$ cat src/design/thtmr_pkg.sv
// Shared types and constants for the trickle HELLO timer.
`timescale 1ns / 1ps

package thtmr_pkg;

  localparam int unsigned MaxNeighbours = 32;

  localparam int unsigned LenW   = 31;
  localparam int unsigned MinW   = 21;
  localparam int unsigned DblW   = 4;
  localparam int unsigned RedW   = 8;
  localparam int unsigned HeardW = 6;
  localparam int unsigned NewnW  = 8;
  localparam int unsigned RndW   = 16;
  localparam int unsigned CfgIdxW  = 2;
  localparam int unsigned CfgDataW = 21;

  // event codes
  localparam logic [2:0] OP_TICK  = 3'd0;
  localparam logic [2:0] OP_HELLO = 3'd1;
  localparam logic [2:0] OP_NEWN  = 3'd2;
  localparam logic [2:0] OP_START = 3'd3;
  localparam logic [2:0] OP_STOP  = 3'd4;

  // register indexes
  localparam logic [CfgIdxW-1:0] CFG_MIN_INTERVAL = 2'd0;
  localparam logic [CfgIdxW-1:0] CFG_MAX_DOUBLE   = 2'd1;
  localparam logic [CfgIdxW-1:0] CFG_REDUNDANCY   = 2'd2;

  localparam logic [MinW-1:0] MIN_RESET = 21'd3840;
  localparam logic [DblW-1:0] DBL_RESET = 4'd8;
  localparam logic [RedW-1:0] RED_RESET = 8'd2;
  localparam logic [LenW-1:0] CAP_RESET = 31'd983040;  // 3840 << 8

  typedef struct packed {
    logic [2:0]        op;
    logic [4:0]        neighbour_index;
    logic [5:0]        neighbour_total;
    logic [RndW-1:0]   random_value;
  } in_beat_t;

  typedef struct packed {
    logic              send_hello;
    logic              running;
    logic [LenW-1:0]   interval_now;
    logic [HeardW-1:0] heard_count;
  } out_beat_t;

  typedef struct packed {
    logic [MinW-1:0] min_ticks;
    logic [LenW-1:0] cap;
    logic [RedW-1:0] redund;
  } cfg_t;

endpackage

$ cat src/design/thtmr_cfg.sv
// Configuration registers and the precomputed interval cap.
`timescale 1ns / 1ps

module thtmr_cfg (
  input  logic                              clk_i,
  input  logic                              rst_ni,
  input  logic                              cfg_valid_i,
  output logic                              cfg_ready_o,
  input  logic [thtmr_pkg::CfgIdxW-1:0]     cfg_index_i,
  input  logic [thtmr_pkg::CfgDataW-1:0]    cfg_data_i,
  output thtmr_pkg::cfg_t                   cfg_o
);

  logic [thtmr_pkg::MinW-1:0] min_q;
  logic [thtmr_pkg::DblW-1:0] dbl_q;
  logic [thtmr_pkg::RedW-1:0] red_q;
  logic [thtmr_pkg::LenW-1:0] cap_q, cap_d;
  logic [thtmr_pkg::MinW-1:0] min_new;
  logic [thtmr_pkg::DblW-1:0] dbl_new;

  // Imin << doublings, saturated to the interval width
  function automatic logic [thtmr_pkg::LenW-1:0] cap_of(
    input logic [thtmr_pkg::MinW-1:0] mn,
    input logic [thtmr_pkg::DblW-1:0] dbl
  );
    logic [thtmr_pkg::MinW+15-1:0] wide;
    wide = {15'd0, mn} << dbl;
    if (wide[thtmr_pkg::MinW+15-1:thtmr_pkg::LenW] != '0) begin
      cap_of = '1;
    end else begin
      cap_of = wide[thtmr_pkg::LenW-1:0];
    end
  endfunction

  assign cfg_ready_o = 1'b1;

  always_comb begin
    min_new = min_q;
    dbl_new = dbl_q;
    case (cfg_index_i)
      thtmr_pkg::CFG_MIN_INTERVAL: min_new = cfg_data_i[thtmr_pkg::MinW-1:0];
      thtmr_pkg::CFG_MAX_DOUBLE:   dbl_new = cfg_data_i[thtmr_pkg::DblW-1:0];
      default: ;
    endcase
    cap_d = cap_of(min_new, dbl_new);
  end

  always_ff @(posedge clk_i or negedge rst_ni) begin
    if (!rst_ni) begin
      min_q <= thtmr_pkg::MIN_RESET;
      dbl_q <= thtmr_pkg::DBL_RESET;
      red_q <= thtmr_pkg::RED_RESET;
      cap_q <= thtmr_pkg::CAP_RESET;
    end else if (cfg_valid_i) begin
      min_q <= min_new;
      dbl_q <= dbl_new;
      cap_q <= cap_d;
      if (cfg_index_i == thtmr_pkg::CFG_REDUNDANCY) begin
        red_q <= cfg_data_i[thtmr_pkg::RedW-1:0];
      end
    end
  end

  assign cfg_o.min_ticks = min_q;
  assign cfg_o.cap       = cap_q;
  assign cfg_o.redund    = red_q;

endmodule

$ cat src/design/thtmr_core.sv
// Trickle timer state and the per-event update.
`timescale 1ns / 1ps

module thtmr_core #(
  parameter int unsigned MAX_NEIGHBOURS = thtmr_pkg::MaxNeighbours
) (
  input  logic                 clk_i,
  input  logic                 rst_ni,
  input  logic                 fire_i,
  input  thtmr_pkg::in_beat_t  beat_i,
  input  thtmr_pkg::cfg_t      cfg_i,
  output thtmr_pkg::out_beat_t res_o
);

  localparam int unsigned LenW = thtmr_pkg::LenW;
  localparam int unsigned RndW = thtmr_pkg::RndW;

  logic                         active_q, active_d;
  logic [LenW-1:0]              len_q, len_d;
  logic [LenW-1:0]              elapsed_q, elapsed_d;
  logic [LenW-1:0]              fire_pt_q, fire_pt_d;
  logic                         past_q, past_d;
  logic [thtmr_pkg::HeardW-1:0] heard_q, heard_d;
  logic [thtmr_pkg::NewnW-1:0]  newn_q, newn_d;
  logic [MAX_NEIGHBOURS-1:0]    flags_q, flags_d;

  logic                         send;
  logic                         begin_iv;
  logic [LenW-1:0]              base;
  logic [LenW:0]                dbl;
  logic [LenW-1:0]              new_len;
  logic [LenW-1:0]              half;
  logic [LenW-1:0]              span;
  logic [LenW+RndW-1:0]         prod;
  logic [LenW-1:0]              el_inc;
  logic [LenW-1:0]              min_half;
  logic [thtmr_pkg::NewnW-1:0]  newn_inc;
  logic [3:0]                   need;
  logic                         slot_hit;
  logic                         slot_set;

  assign min_half = {{(LenW-thtmr_pkg::MinW+1){1'b0}}, cfg_i.min_ticks[thtmr_pkg::MinW-1:1]};
  assign el_inc   = elapsed_q + 1'b1;
  assign newn_inc = (newn_q == '1) ? newn_q : newn_q + 1'b1;
  assign need     = (beat_i.neighbour_total[5:2] == 4'd0) ? 4'd1
                                                          : beat_i.neighbour_total[5:2];

  // new interval: double the base, cap it, place the fire point in [I/2, I)
  assign base    = (beat_i.op == thtmr_pkg::OP_TICK) ? len_q : min_half;
  assign dbl     = {base, 1'b0};
  assign new_len = (dbl > {1'b0, cfg_i.cap}) ? cfg_i.cap : dbl[LenW-1:0];
  assign half    = new_len >> 1;
  assign span    = new_len - half;
  assign prod    = beat_i.random_value * span;

  always_comb begin
    slot_hit = 1'b0;
    for (int i = 0; i < MAX_NEIGHBOURS; i++) begin
      if (int'(beat_i.neighbour_index) == i) begin
        slot_hit = slot_hit | flags_q[i];
      end
    end
  end
  assign slot_set = (int'(beat_i.neighbour_index) < MAX_NEIGHBOURS) && !slot_hit;

  always_comb begin
    active_d  = active_q;
    len_d     = len_q;
    elapsed_d = elapsed_q;
    fire_pt_d = fire_pt_q;
    past_d    = past_q;
    heard_d   = heard_q;
    newn_d    = newn_q;
    flags_d   = flags_q;
    send      = 1'b0;
    begin_iv  = 1'b0;

    case (beat_i.op)
      thtmr_pkg::OP_TICK: begin
        if (active_q) begin
          elapsed_d = el_inc;
          if (!past_q && el_inc >= fire_pt_q) begin
            past_d = 1'b1;
            if ({2'b00, heard_q} < cfg_i.redund) begin
              send    = 1'b1;
              flags_d = '0;
            end
          end
          begin_iv = (el_inc >= len_q);
        end
      end
      thtmr_pkg::OP_HELLO: begin
        if (slot_set) begin
          for (int i = 0; i < MAX_NEIGHBOURS; i++) begin
            if (int'(beat_i.neighbour_index) == i) begin
              flags_d[i] = 1'b1;
            end
          end
          if (heard_q != '1) begin
            heard_d = heard_q + 1'b1;
          end
        end
      end
      thtmr_pkg::OP_NEWN: begin
        newn_d   = newn_inc;
        begin_iv = active_q && (newn_inc >= {4'd0, need}) &&
                   (len_q != {{(LenW-thtmr_pkg::MinW){1'b0}}, cfg_i.min_ticks});
      end
      thtmr_pkg::OP_START: begin
        if (!active_q) begin
          active_d = 1'b1;
          send     = 1'b1;
          begin_iv = 1'b1;
        end
      end
      thtmr_pkg::OP_STOP: begin
        active_d = 1'b0;
      end
      default: ;
    endcase

    if (begin_iv) begin
      len_d     = new_len;
      heard_d   = '0;
      newn_d    = '0;
      elapsed_d = '0;
      past_d    = 1'b0;
      fire_pt_d = half + prod[LenW+RndW-1:RndW];
    end
  end

  always_ff @(posedge clk_i or negedge rst_ni) begin
    if (!rst_ni) begin
      active_q  <= 1'b0;
      len_q     <= '0;
      elapsed_q <= '0;
      fire_pt_q <= '0;
      past_q    <= 1'b0;
      heard_q   <= '0;
      newn_q    <= '0;
      flags_q   <= '0;
    end else if (fire_i) begin
      active_q  <= active_d;
      len_q     <= len_d;
      elapsed_q <= elapsed_d;
      fire_pt_q <= fire_pt_d;
      past_q    <= past_d;
      heard_q   <= heard_d;
      newn_q    <= newn_d;
      flags_q   <= flags_d;
    end
  end

  assign res_o.send_hello   = send;
  assign res_o.running      = active_d;
  assign res_o.interval_now = len_d;
  assign res_o.heard_count  = heard_d;

endmodule

$ cat src/design/trickle_hello_timer_top.sv
// Top level of the trickle HELLO timer: input register, update, result register.
`timescale 1ns / 1ps

// Channel   Direction  Handshake              Payload
// in        sink       in_valid_i/in_stall_o   in_data_i   (in_beat_t)
// out       source     out_valid_o/out_stall_i out_data_o  (out_beat_t)
// cfg       sink       cfg_valid_i/cfg_ready_o cfg_index_i, cfg_data_i
//
// One event per cycle while the output is not stalled; each beat passes through
// the input register and then the result register.
// Reset clears timer state and the heard flags; config returns to defaults.
// A stall on the output holds the result register and then the input register;
// the input stalls only when both are full.

module trickle_hello_timer_top #(
  parameter int unsigned MAX_NEIGHBOURS = thtmr_pkg::MaxNeighbours
) (
  input  logic                              clk_i,
  input  logic                              rst_ni,
  input  logic                              in_valid_i,
  output logic                              in_stall_o,
  input  thtmr_pkg::in_beat_t               in_data_i,
  output logic                              out_valid_o,
  input  logic                              out_stall_i,
  output thtmr_pkg::out_beat_t              out_data_o,
  input  logic                              cfg_valid_i,
  output logic                              cfg_ready_o,
  input  logic [thtmr_pkg::CfgIdxW-1:0]     cfg_index_i,
  input  logic [thtmr_pkg::CfgDataW-1:0]    cfg_data_i
);

  thtmr_pkg::in_beat_t  in_q;
  logic                 in_valid_q;
  thtmr_pkg::out_beat_t out_q;
  logic                 out_valid_q;
  thtmr_pkg::out_beat_t res;
  thtmr_pkg::cfg_t      cfg;
  logic                 out_free;
  logic                 fire;
  logic                 take;

  assign out_free   = !out_valid_q || !out_stall_i;
  assign fire       = in_valid_q && out_free;
  assign in_stall_o = in_valid_q && !out_free;
  assign take       = in_valid_i && !in_stall_o;

  thtmr_cfg u_cfg (
    .clk_i       (clk_i),
    .rst_ni      (rst_ni),
    .cfg_valid_i (cfg_valid_i),
    .cfg_ready_o (cfg_ready_o),
    .cfg_index_i (cfg_index_i),
    .cfg_data_i  (cfg_data_i),
    .cfg_o       (cfg)
  );

  thtmr_core #(
    .MAX_NEIGHBOURS (MAX_NEIGHBOURS)
  ) u_core (
    .clk_i  (clk_i),
    .rst_ni (rst_ni),
    .fire_i (fire),
    .beat_i (in_q),
    .cfg_i  (cfg),
    .res_o  (res)
  );

  always_ff @(posedge clk_i or negedge rst_ni) begin
    if (!rst_ni) begin
      in_valid_q  <= 1'b0;
      out_valid_q <= 1'b0;
    end else begin
      if (take) begin
        in_valid_q <= 1'b1;
      end else if (fire) begin
        in_valid_q <= 1'b0;
      end
      if (fire) begin
        out_valid_q <= 1'b1;
      end else if (!out_stall_i) begin
        out_valid_q <= 1'b0;
      end
    end
  end

  always_ff @(posedge clk_i) begin
    if (take) begin
      in_q <= in_data_i;
    end
    if (fire) begin
      out_q <= res;
    end
  end

  assign out_valid_o = out_valid_q;
  assign out_data_o  = out_q;

endmodule

$ cat config.mk
export PLATFORM = sky130hd
export DESIGN_NAME = trickle_hello_timer_top
export DESIGN_NICKNAME = d
export VERILOG_FILES = /design/src/design/thtmr_pkg.sv /design/src/design/thtmr_cfg.sv /design/src/design/thtmr_core.sv /design/src/design/trickle_hello_timer_top.sv
export SDC_FILE = /design/constraint.sdc
export NUM_CORES = 2
export LEC_CHECK = 0
export ABC_AREA = 1
export BUFFER_PORTS_ARGS = -buffer_cell sky130_fd_sc_hd__buf_2
export CORE_MARGIN = 5
export CORE_UTILIZATION = 35
export DETAILED_ROUTE_END_ITERATION = 10
export PLACE_DENSITY_LB_ADDON = 0.15
export RECOVER_POWER = 100
export REMOVE_ABC_BUFFERS = 1
export SLEW_MARGIN = 30
export SYNTH_ARGS = -nofsm -noshare
export SYNTH_HDL_FRONTEND = slang
export SYNTH_HIERARCHICAL = 1
export SYNTH_SLANG_ARGS = --single-unit
$ cat constraint.sdc
create_clock -name clk_i -period 9.43 [get_ports clk_i]
set_input_delay 1.886 -clock clk_i [delete_from_list [all_inputs] [get_ports clk_i]]
set_output_delay 1.886 -clock clk_i [all_outputs]
set_load 0.1 [all_outputs]
==> impl_metrics.ini <==
[outcome]
status = finished, violations left
violations = negative setup slack

[cts]
cts_buffer_depth = 3
root_buffer = clkbuf_16
cts-buffers-inserted = 37
cts.clk_slew.worst_paths_ns = 0.06
clk_latency_ns = 0.60
clock_sinks = 274
cts_tree = yes
htree_levels = 2

[setup_path]
worst-path-buf-inv = 16
path_max_fanout = 8
cp_top_family = adder cells
required_ns = 9.95
critPathKind = register to register
ff2ff_path_depth = 67
r2r_setup_slack_ns = -1.38
end_kind = register
worstSetupStartpointType = register
max_stage_delay_ns = 0.52
timing.rr.start = in_q[27]$_DFFE_PP_
r2r_end = u_core/fire_pt_q[28]$_DFFE_PN0P_
cp_slowest_cell = fa_1
worstPathArrival_ns = 11.33

[grt]
grt_pass1_vias = 36200
antenna_found_initial = 3
grt_usage = 0.242
use_met3 = 0.0343
met2_usage = 0.384
gr-total-overflow = 0
grt_pass1_wl_um = 213000
grt_max_degree = 86
grt-busiest-layer = met2
grtUsageMet1 = 0.355

[job]
drv_cap = 0

[yosys]
syn_area_sq_um = 37200
synthCells = 5049
yosys_warnings = 6
syn-mean-instance-area_sq_um = 7.37

[floorplan]
die_area_sq_um = 113000
rows = 119
core_area_sq_um = 105000
die_h_um = 336
start_util = 0.353
fp.dieW_um = 336
num_io_pins = 100

[hold_path]
min_from = u_cfg/cap_q[16]$_DFFE_PN1P_
min_to = u_cfg/cap_q[16]$_DFFE_PN1P_
hold_depth = 2
hold_class = register to register

[sta]
drv_slew = 0
tightestPinTransition_ns = 0.906
grt_setup_unrepaired = true
post-route-min-period_ns = 10.81
worst_slack_ns = -1.38
max_slew_margin = 0.395
final-hold-violation-count = 0
fin_worst_skew_ns = 0.0284
finalSetupViolations = 30
fmaxAchievable_ghz = 0.0925
fin_crit_sh = 1.15

[route]
dr.pass1.iters = 5
wl_per_cell_um = 19.1
wl_um = 139000
drtIter0Drc = 2862
post-route-drc-count = 0
ant_nets = 0
via_per_inst = 5.03
num_vias = 36700

[finish]
layout-drive-gt1-share = 0.305
fillers = 10300
post-route-util = 0.484
area_delta_synth_final_pct = 37.1
final_common_cell = nand2_1
final_cell_mix = nand2_1, buf_4, inv_1
fin_nets = 6614

[placement]
portBuffers = 96
dp_hpwl_um = 110000
routabilityCongestion = 0.944
[registers in the layout (all words and copies together) (netlist names), 8 cells and up]
register and count:
in_q 28, out_data_o 39, u_cfg/cap_q 31, u_cfg/min_q 21, u_cfg/red_q 8, u_core/elapsed_q 31
u_core/fire_pt_q 31, u_core/flags_q 32, u_core/len_q 31, u_core/newn_q 8
[worst register-to-register path: cells and delay by family (launching register included)]
kind / cells / cell delay, ns
AO/OA/AOI/OAI: 7 / 0.99
XOR/XNOR: 2 / 0.34
flip-flops: 1 / 0.40
adder cells (fa/ha/maj): 10 / 3.90
buffers and inverters: 16 / 1.97
AND/OR/NAND/NOR: 32 / 3.16
[cell type report]
cell class                 count  area, sq um  area share
clock inverter                19          208     0.00407
antenna                        2         5.00   0.0000981
clock buffer                  49         1030      0.0202
multi-input combinational   3763        29800       0.585
inverter                     822         3130      0.0613
tap                         1391         1740      0.0341
timing repair buffer         973         7880       0.154
sequential                   274         7200       0.141
[timing repair]
action	in CTS	in global routing
gates resized for setup	538	393
endpoints found under the setup margin	31	31
gates cloned	4	3
setup buffers	70	45
hold endpoints to repair	0	0
hold buffers	0	0
pin swaps	131	199
[metal layers]
metal,wire length (um),vias to the layer above,share of wire
met5,17,-,0.00012
met4,2990,2,0.021
met3,8590,156,0.062
met2,62600,994,0.45
met1,65100,17900,0.47
li1,-,17600,-
[stage by stage]
stage	hold slack, ns	std cells	area, sq um	setup TNS (ns)	setup slack [ns]
floorplan	0.445	4859	36300	-63.44	-2.46
global placement	0.459	7101	44700	-54.98	-2.13
detailed placement	0.462	7101	44700	-57.63	-2.21
CTS	0.473	7243	49000	-31.24	-1.31
global route	0.485	7291	51000	-48.06	-1.84
finish	0.473	7293	51000	-34.56	-1.38
[worst max path at each step]
stage                                             endpoint  depth (start not counted)  slack, ns          startpoint
final                     u_core/fire_pt_q[28]$_DFFE_PN0P_                         67      -1.38  in_q[27]$_DFFE_PP_
after global routing      u_core/fire_pt_q[28]$_DFFE_PN0P_                         67      -1.84  in_q[27]$_DFFE_PP_
after CTS                 u_core/fire_pt_q[16]$_DFFE_PN0P_                         60      -1.31  in_q[27]$_DFFE_PP_
after detailed placement  u_core/fire_pt_q[22]$_DFFE_PN0P_                         56      -2.21  in_q[27]$_DFFE_PP_
after global placement    u_core/fire_pt_q[22]$_DFFE_PN0P_                         53      -2.13  in_q[28]$_DFFE_PP_
after floorplan           u_core/fire_pt_q[18]$_DFFE_PN0P_                         53      -2.46  in_q[28]$_DFFE_PP_
Power is not shown: default switching activity piles up to over one toggle a cycle in this logic, so the estimate is an artifact.
